## config.mk

```make
export PLATFORM = sky130hd
export DESIGN_NAME = line_rasterizer
export DESIGN_NICKNAME = d
export VERILOG_FILES = /design/src/design/lr_pkg.sv /design/src/design/lr_sequencer.sv /design/src/design/lr_datapath.sv /design/src/design/line_rasterizer.sv
export SDC_FILE = /design/constraint.sdc
export NUM_CORES = 1
export LEC_CHECK = 0
export ABC_AREA = 1
export BUFFER_PORTS_ARGS = -buffer_cell sky130_fd_sc_hd__buf_2
export CORE_UTILIZATION = 45
export DETAILED_ROUTE_END_ITERATION = 8
export PLACE_DENSITY = 0.62
export SYNTH_ARGS = -nofsm -noshare
export SYNTH_HDL_FRONTEND = slang
export SYNTH_HIERARCHICAL = 1
export SYNTH_SLANG_ARGS = --single-unit
```

## constraint.sdc

```tcl
create_clock -name clk -period 14.45 [get_ports clk]
set_input_delay 1.445 -clock clk [delete_from_list [all_inputs] [get_ports clk]]
set_output_delay 1.445 -clock clk [all_outputs]
set_load 0.05 [all_outputs]
```

## src/design/lr_pkg.sv

```systemverilog
// lr_pkg: shared types, microcode encodings and the control store of the
// line rasterizer. No dependencies.
package lr_pkg;

  // Microprogram step address
  typedef logic [1:0] step_t;

  localparam step_t STEP_WAIT  = 2'd0;
  localparam step_t STEP_SETUP = 2'd1;
  localparam step_t STEP_INIT  = 2'd2;
  localparam step_t STEP_EMIT  = 2'd3;

  // Datapath operation selected by a control word
  typedef enum logic [1:0] {
    OP_CAPTURE  = 2'd0,
    OP_SETUP    = 2'd1,
    OP_INIT_ERR = 2'd2,
    OP_EMIT     = 2'd3
  } op_t;

  // Branch condition selected by a control word
  typedef enum logic [1:0] {
    COND_ALWAYS = 2'd0,
    COND_START  = 2'd1,
    COND_LAST   = 2'd2
  } cond_t;

  // One control word: operation, condition, and both successors
  typedef struct packed {
    op_t   op;
    cond_t cond;
    step_t next_hit;
    step_t next_miss;
  } ctrl_t;

  // Status from datapath to sequencer
  typedef struct packed {
    logic last;
  } dp_flags_t;

  // Control store (read-only)
  function automatic ctrl_t lr_ucode(input step_t addr);
    ctrl_t w;
    case (addr)
      STEP_WAIT: begin
        w = '{op: OP_CAPTURE, cond: COND_START,
              next_hit: STEP_SETUP, next_miss: STEP_WAIT};
      end
      STEP_SETUP: begin
        w = '{op: OP_SETUP, cond: COND_ALWAYS,
              next_hit: STEP_INIT, next_miss: STEP_INIT};
      end
      STEP_INIT: begin
        w = '{op: OP_INIT_ERR, cond: COND_ALWAYS,
              next_hit: STEP_EMIT, next_miss: STEP_EMIT};
      end
      STEP_EMIT: begin
        w = '{op: OP_EMIT, cond: COND_LAST,
              next_hit: STEP_WAIT, next_miss: STEP_EMIT};
      end
      default: begin
        w = '{op: OP_CAPTURE, cond: COND_ALWAYS,
              next_hit: STEP_WAIT, next_miss: STEP_WAIT};
      end
    endcase
    return w;
  endfunction

endpackage

```

## src/design/lr_sequencer.sv

```systemverilog
// lr_sequencer: step counter and control store lookup with conditional
// branching. Depends on lr_pkg.
module lr_sequencer (
  input  logic              clk,
  input  logic              rst_n,
  input  logic              start,
  input  lr_pkg::dp_flags_t flags,
  output lr_pkg::ctrl_t     ctrl,
  output logic              busy
);

  lr_pkg::step_t upc_r;
  lr_pkg::step_t upc_nxt;
  logic          cond_hit;

  // Current control word
  assign ctrl = lr_pkg::lr_ucode(upc_r);
  assign busy = (upc_r != lr_pkg::STEP_WAIT);

  // Branch condition evaluation
  always_comb begin
    case (ctrl.cond)
      lr_pkg::COND_ALWAYS: cond_hit = 1'b1;
      lr_pkg::COND_START:  cond_hit = start;
      lr_pkg::COND_LAST:   cond_hit = flags.last;
      default:             cond_hit = 1'b1;
    endcase
  end

  assign upc_nxt = cond_hit ? ctrl.next_hit : ctrl.next_miss;

  // Step counter
  always_ff @(posedge clk) begin
    if (!rst_n) begin
      upc_r <= lr_pkg::STEP_WAIT;
    end else begin
      upc_r <= upc_nxt;
    end
  end

endmodule

```

## src/design/lr_datapath.sv

```systemverilog
// lr_datapath: endpoint capture, axis/order setup, error term and cell
// stepper with registered result word. Depends on lr_pkg.
module lr_datapath #(
  parameter int GRID_BITS = 6
) (
  input  logic                 clk,
  input  logic                 rst_n,
  input  lr_pkg::ctrl_t        ctrl,
  input  logic [GRID_BITS-1:0] x_start,
  input  logic [GRID_BITS-1:0] y_start,
  input  logic [GRID_BITS-1:0] x_end,
  input  logic [GRID_BITS-1:0] y_end,
  output lr_pkg::dp_flags_t    flags,
  output logic                 out_valid,
  output logic [GRID_BITS-1:0] cell_x,
  output logic [GRID_BITS-1:0] cell_y,
  output logic                 last_cell
);

  localparam int EW = GRID_BITS + 3;

  // Captured endpoints
  logic [GRID_BITS-1:0] xa_r, ya_r, xb_r, yb_r;
  // Stepper state
  logic [GRID_BITS-1:0] major_pos_r, major_pos_nxt;
  logic [GRID_BITS-1:0] minor_pos_r, minor_pos_nxt;
  logic [GRID_BITS-1:0] major_stop_r, major_stop_nxt;
  logic [GRID_BITS-1:0] span_major_r, span_major_nxt;
  logic [GRID_BITS-1:0] span_minor_r, span_minor_nxt;
  logic                 minor_down_r, minor_down_nxt;
  logic                 steep_r, steep_nxt;
  logic signed [EW-1:0] err_r, err_nxt;
  // Result word
  logic                 out_valid_r, out_valid_nxt;
  logic [GRID_BITS-1:0] cell_x_r, cell_x_nxt;
  logic [GRID_BITS-1:0] cell_y_r, cell_y_nxt;
  logic                 last_r, last_nxt;

  // Setup terms
  logic [GRID_BITS-1:0] dx, dy, ma, na, mb, nb;
  logic                 steep_w, swap;
  logic signed [EW-1:0] smin_ext, smaj_ext;
  logic                 at_last;

  assign at_last     = (major_pos_r == major_stop_r);
  assign flags.last  = at_last;

  // Axis selection and endpoint ordering
  always_comb begin
    dx      = (xa_r > xb_r) ? (xa_r - xb_r) : (xb_r - xa_r);
    dy      = (ya_r > yb_r) ? (ya_r - yb_r) : (yb_r - ya_r);
    steep_w = (dy > dx);
    ma      = steep_w ? ya_r : xa_r;
    na      = steep_w ? xa_r : ya_r;
    mb      = steep_w ? yb_r : xb_r;
    nb      = steep_w ? xb_r : yb_r;
    swap    = (ma > mb);
  end

  assign smin_ext = signed'({{3{1'b0}}, span_minor_r});
  assign smaj_ext = signed'({{3{1'b0}}, span_major_r});

  // Next-state logic per micro-operation
  always_comb begin
    major_pos_nxt  = major_pos_r;
    minor_pos_nxt  = minor_pos_r;
    major_stop_nxt = major_stop_r;
    span_major_nxt = span_major_r;
    span_minor_nxt = span_minor_r;
    minor_down_nxt = minor_down_r;
    steep_nxt      = steep_r;
    err_nxt        = err_r;
    out_valid_nxt  = 1'b0;
    cell_x_nxt     = cell_x_r;
    cell_y_nxt     = cell_y_r;
    last_nxt       = last_r;
    case (ctrl.op)
      lr_pkg::OP_CAPTURE: begin
      end
      lr_pkg::OP_SETUP: begin
        steep_nxt      = steep_w;
        major_pos_nxt  = swap ? mb : ma;
        major_stop_nxt = swap ? ma : mb;
        minor_pos_nxt  = swap ? nb : na;
        span_major_nxt = swap ? (ma - mb) : (mb - ma);
        span_minor_nxt = (na > nb) ? (na - nb) : (nb - na);
        // minor decreases when the far end lies below the near end
        minor_down_nxt = swap ? (na < nb) : (nb < na);
      end
      lr_pkg::OP_INIT_ERR: begin
        err_nxt = (smin_ext <<< 1) - smaj_ext;
      end
      lr_pkg::OP_EMIT: begin
        out_valid_nxt = 1'b1;
        cell_x_nxt    = steep_r ? minor_pos_r : major_pos_r;
        cell_y_nxt    = steep_r ? major_pos_r : minor_pos_r;
        last_nxt      = at_last;
        if (err_r > 0) begin
          minor_pos_nxt = minor_down_r ? (minor_pos_r - 1'b1) : (minor_pos_r + 1'b1);
          err_nxt       = err_r + ((smin_ext - smaj_ext) <<< 1);
        end else begin
          err_nxt       = err_r + (smin_ext <<< 1);
        end
        if (!at_last) begin
          major_pos_nxt = major_pos_r + 1'b1;
        end
      end
      default: begin
      end
    endcase
  end

  // Endpoint capture while waiting; the value present at start is kept
  always_ff @(posedge clk) begin
    if (ctrl.op == lr_pkg::OP_CAPTURE) begin
      xa_r <= x_start;
      ya_r <= y_start;
      xb_r <= x_end;
      yb_r <= y_end;
    end
  end

  // Stepper and result registers
  always_ff @(posedge clk) begin
    if (!rst_n) begin
      out_valid_r  <= 1'b0;
      major_pos_r  <= '0;
      minor_pos_r  <= '0;
      major_stop_r <= '0;
      span_major_r <= '0;
      span_minor_r <= '0;
      minor_down_r <= 1'b0;
      steep_r      <= 1'b0;
      err_r        <= '0;
      cell_x_r     <= '0;
      cell_y_r     <= '0;
      last_r       <= 1'b0;
    end else begin
      out_valid_r  <= out_valid_nxt;
      major_pos_r  <= major_pos_nxt;
      minor_pos_r  <= minor_pos_nxt;
      major_stop_r <= major_stop_nxt;
      span_major_r <= span_major_nxt;
      span_minor_r <= span_minor_nxt;
      minor_down_r <= minor_down_nxt;
      steep_r      <= steep_nxt;
      err_r        <= err_nxt;
      cell_x_r     <= cell_x_nxt;
      cell_y_r     <= cell_y_nxt;
      last_r       <= last_nxt;
    end
  end

  assign out_valid = out_valid_r;
  assign cell_x    = cell_x_r;
  assign cell_y    = cell_y_r;
  assign last_cell = last_r;

endmodule

```

## src/design/line_rasterizer.sv

```systemverilog
// line_rasterizer: top level of the Bresenham line stepper.
// Depends on lr_pkg, lr_sequencer and lr_datapath.
//
// Usage: drive the two endpoints and raise start; the segment is taken at
// the clock edge where start is high and busy is low. The block then emits
// span_major + 1 cells (span_major is the larger of the column and row
// spans), one per clock, each shown for exactly one cycle with out_valid
// high; the last one carries out_last_cell. The receiver cannot stall, so
// it must take a word every cycle out_valid is high. Between accept and the
// next possible accept (1 to 64 cells at the default grid), the microprogram
// orders the endpoints, seeds the error term, loops in the emit step with
// one cell per pass and then returns to its wait step.
module line_rasterizer #(
  parameter int GRID_BITS = 6
) (
  input  logic                 clk,
  input  logic                 rst_n,
  input  logic                 start,
  output logic                 busy,
  input  logic [GRID_BITS-1:0] in_x_start,
  input  logic [GRID_BITS-1:0] in_y_start,
  input  logic [GRID_BITS-1:0] in_x_end,
  input  logic [GRID_BITS-1:0] in_y_end,
  output logic                 out_valid,
  output logic [GRID_BITS-1:0] out_cell_x,
  output logic [GRID_BITS-1:0] out_cell_y,
  output logic                 out_last_cell
);

  lr_pkg::ctrl_t     ctrl;
  lr_pkg::dp_flags_t flags;

  // Control store and step counter
  lr_sequencer u_seq (
    .clk   (clk),
    .rst_n (rst_n),
    .start (start),
    .flags (flags),
    .ctrl  (ctrl),
    .busy  (busy)
  );

  // Datapath driven by the current control word
  lr_datapath #(
    .GRID_BITS (GRID_BITS)
  ) u_dp (
    .clk       (clk),
    .rst_n     (rst_n),
    .ctrl      (ctrl),
    .x_start   (in_x_start),
    .y_start   (in_y_start),
    .x_end     (in_x_end),
    .y_end     (in_y_end),
    .flags     (flags),
    .out_valid (out_valid),
    .cell_x    (out_cell_x),
    .cell_y    (out_cell_y),
    .last_cell (out_last_cell)
  );

endmodule
```

==> results by group <==
Timing
  • Slew Viols, Final: 0
  • Post-layout min period: 5.70 ns
  • Worst-Margin Slew: 1.08 ns
  • Final Hold Viols: 0
  • Clk_skew: 0.00868 ns
  • Setup TNS: 0 ns
  • Finish-stage setup viols: 0
  • F_max: 175 MHz
  • Max_slew headroom: 0.278
  • Final Cycle Share: 0.395
  • RSZ-0062 raised after global routing: false

Cells and area
  • Final non-filler cell total: 1170
  • Commonest non-fill, non-tap cell in the layout: nand2_1
  • Storage element area: 1860 um2
  • Nets: 1091
  • Share of layout cells above drive strength 1: 0.0943
  • Most frequent cells in the layout: nand2_1 (200), inv_1 (149), a21oi_1 (75), ha_1 (74)
  • Util after Layout: 0.507
  • Fill count: 1485
  • Multi-input gate area: 4290 um2
  • N_diodes: 0
  • Syn-to-layout area delta: 8.32%

Drt
  • Detailed-route wire length per cell: 14.2 um
  • Remaining DRCs: 0
  • Drt pass-1 iters: 4
  • Via count: 6104
  • Final wirelength: 16.6 mm
  • Met2 WL: 7.60 mm
  • Antenna viol nets, final: 0
  • Initial DRC Count: 345
  • Vias per std cell: 5.22
  • Routed length on met1: 8.25 mm
  • Max Used Layer: met4
  • Met3 WL: 475 um

Clocking
  • Post-CTS Setup Repair Bufs: 0
  • CTS H-tree lvls: 3
  • CTS tree: done
  • Root Driver: clkbuf_16
  • TritonCTS buffer count: 9
  • Clk slew on worst S/H paths: 0.06 ns
  • CTS sink count: 81
  • Clock Path Buffers: 2
  • Hold_buf cts: 0
  • Resized cells post-CTS: 0
  • Clk_lat worst skew: 0.35 ns

Floorplan
  • FP Rows: 44
  • Die area: 15800 um2
  • Core box area: 14800 um2
  • # IOs: 42
  • Die Y: 126 um
  • Initial Util: 0.468
  • Die width: 126 um

Global route
  • Pin count of the biggest net entering global routing: 54
  • Global Route Usage Sum: 0.224
  • Initial antenna violation count: 0
  • Vias in the first global route: 5746
  • Global-route wire length before repair: 28.3 mm
  • Grt ovf: 0

Worst setup path
  • Internal reg-to-reg setup slack: 8.75 ns
  • Required time worst endpoint: 14.68 ns
  • Critical path class: flip-flop to flip-flop
  • CP endpoint kind: flip-flop
  • R2R cell count: 27
  • Worst reg2reg endpoint: u_dp/major_pos_r[0]
  • Reg-to-Reg Start: u_dp/ya_r[0]
  • CP Launch Type: flip-flop
  • Data arrival, critical path: 5.93 ns
  • Worst-path fanout max: 53

Outcome
  • Status: finished clean

Yosys
  • Syn Area/Cell: 7.18 um2
  • Mapped Area: 6900 um2
  • Yosys warnings: 6
  • Synth Net Count: 1071
  • Syn Inst Count: 961

Min path
  • Hold path cells: 2
  • Hold WC Path Type: flip-flop to flip-flop
  • Worst Hold End: u_dp/major_stop_r[4]
  • Hold path start: u_dp/major_stop_r[4]

Placed design
  • Dpl cells: 1154
  • # port buffers: 41
  • DP HPWL: 12.9 mm
  • RD Place Congestion: 0.899

Flow run
  • Max Cap Viol: 0
how the worst max path moves through the flow:
stage,from,endpoint,slack (ns),depth (start not counted)
3_3_place_gp,u_dp/ya_r[0],u_dp/major_pos_r[0],8.90,27
3_5_place_dp,u_dp/ya_r[0],u_dp/major_pos_r[0],8.80,27
6_report,u_dp/ya_r[0],u_dp/major_pos_r[0],8.75,27
5_1_grt,u_dp/xa_r[0],u_dp/major_pos_r[0],8.24,26
2_1_floorplan,u_dp/ya_r[0],u_dp/major_stop_r[3],9.49,30
4_1_cts,u_dp/ya_r[0],u_dp/major_pos_r[0],8.75,27
metal layers:
layer  vias to the layer above  global-route usage
met4                         0              0.0787
met3                        20              0.0272
met2                        98               0.373
li1                       3213                   -
met5                         -                   0
met1                      2773               0.299
critical path: stages, from the launching register on:
cell	delay, ns
edfxtp_1	0.43
inv_1	0.11
ha_1	0.17
inv_1	0.05
fa_1	0.38
a221oi_1	0.32
o21ai_0	0.11
o21ai_1	0.32
mux2i_1	0.28
xnor2_1	0.13
inv_1	0.05
ha_1	0.27
nand2_1	0.09
nor2_4	0.13
nand3_2	0.25
nand2_4	0.48
nand2_1	0.09
o21ai_1	0.21
inv_1	0.10
ha_1	0.21
inv_1	0.07
ha_1	0.13
o21bai_2	0.14
nand2_2	0.08
nand2_2	0.11
nand3_4	0.35
o211ai_1	0.39
a21oi_1	0.10
area by class of cell:
type	count	area share
Multi-Input combinational cell	695	0.573
Sequential cell	81	0.249
Inverter	150	0.0753
Clock buffer	12	0.0345
Tap cell	184	0.0308
Timing Repair Buffer	44	0.0305
Clock inverter	4	0.00653
sequential cells by signal, indices dropped and copies added (netlist names):
signal and flops:
u_dp/cell_x 6, u_dp/cell_y 6, u_dp/err_r 9, u_dp/last_cell 1, u_dp/major_pos_r 6, u_dp/major_stop_r 6, u_dp/minor_down_r 1, u_dp/minor_pos_r 6
u_dp/out_valid 1, u_dp/span_major_r 6, u_dp/span_minor_r 6, u_dp/steep_r 1, u_dp/xa_r 6, u_dp/xb_r 6, u_dp/ya_r 6, u_dp/yb_r 6
u_seq/upc_r 2
through the flow:
| step | instance area [um2] | hold slack, ns | setup slack [ns] |
|---|---|---|---|
| after detailed placement | 7170 | 0.474 | 8.80 |
| after global placement | 7170 | 0.477 | 8.90 |
| after floorplan | 6900 | 0.457 | 9.49 |
| after CTS | 7480 | 0.483 | 8.75 |
| after global routing | 7480 | 0.499 | 8.24 |
| final | 7480 | 0.476 | 8.75 |
Power is not shown: default switching activity piles up to over one toggle a cycle in this logic, so the estimate is an artifact.
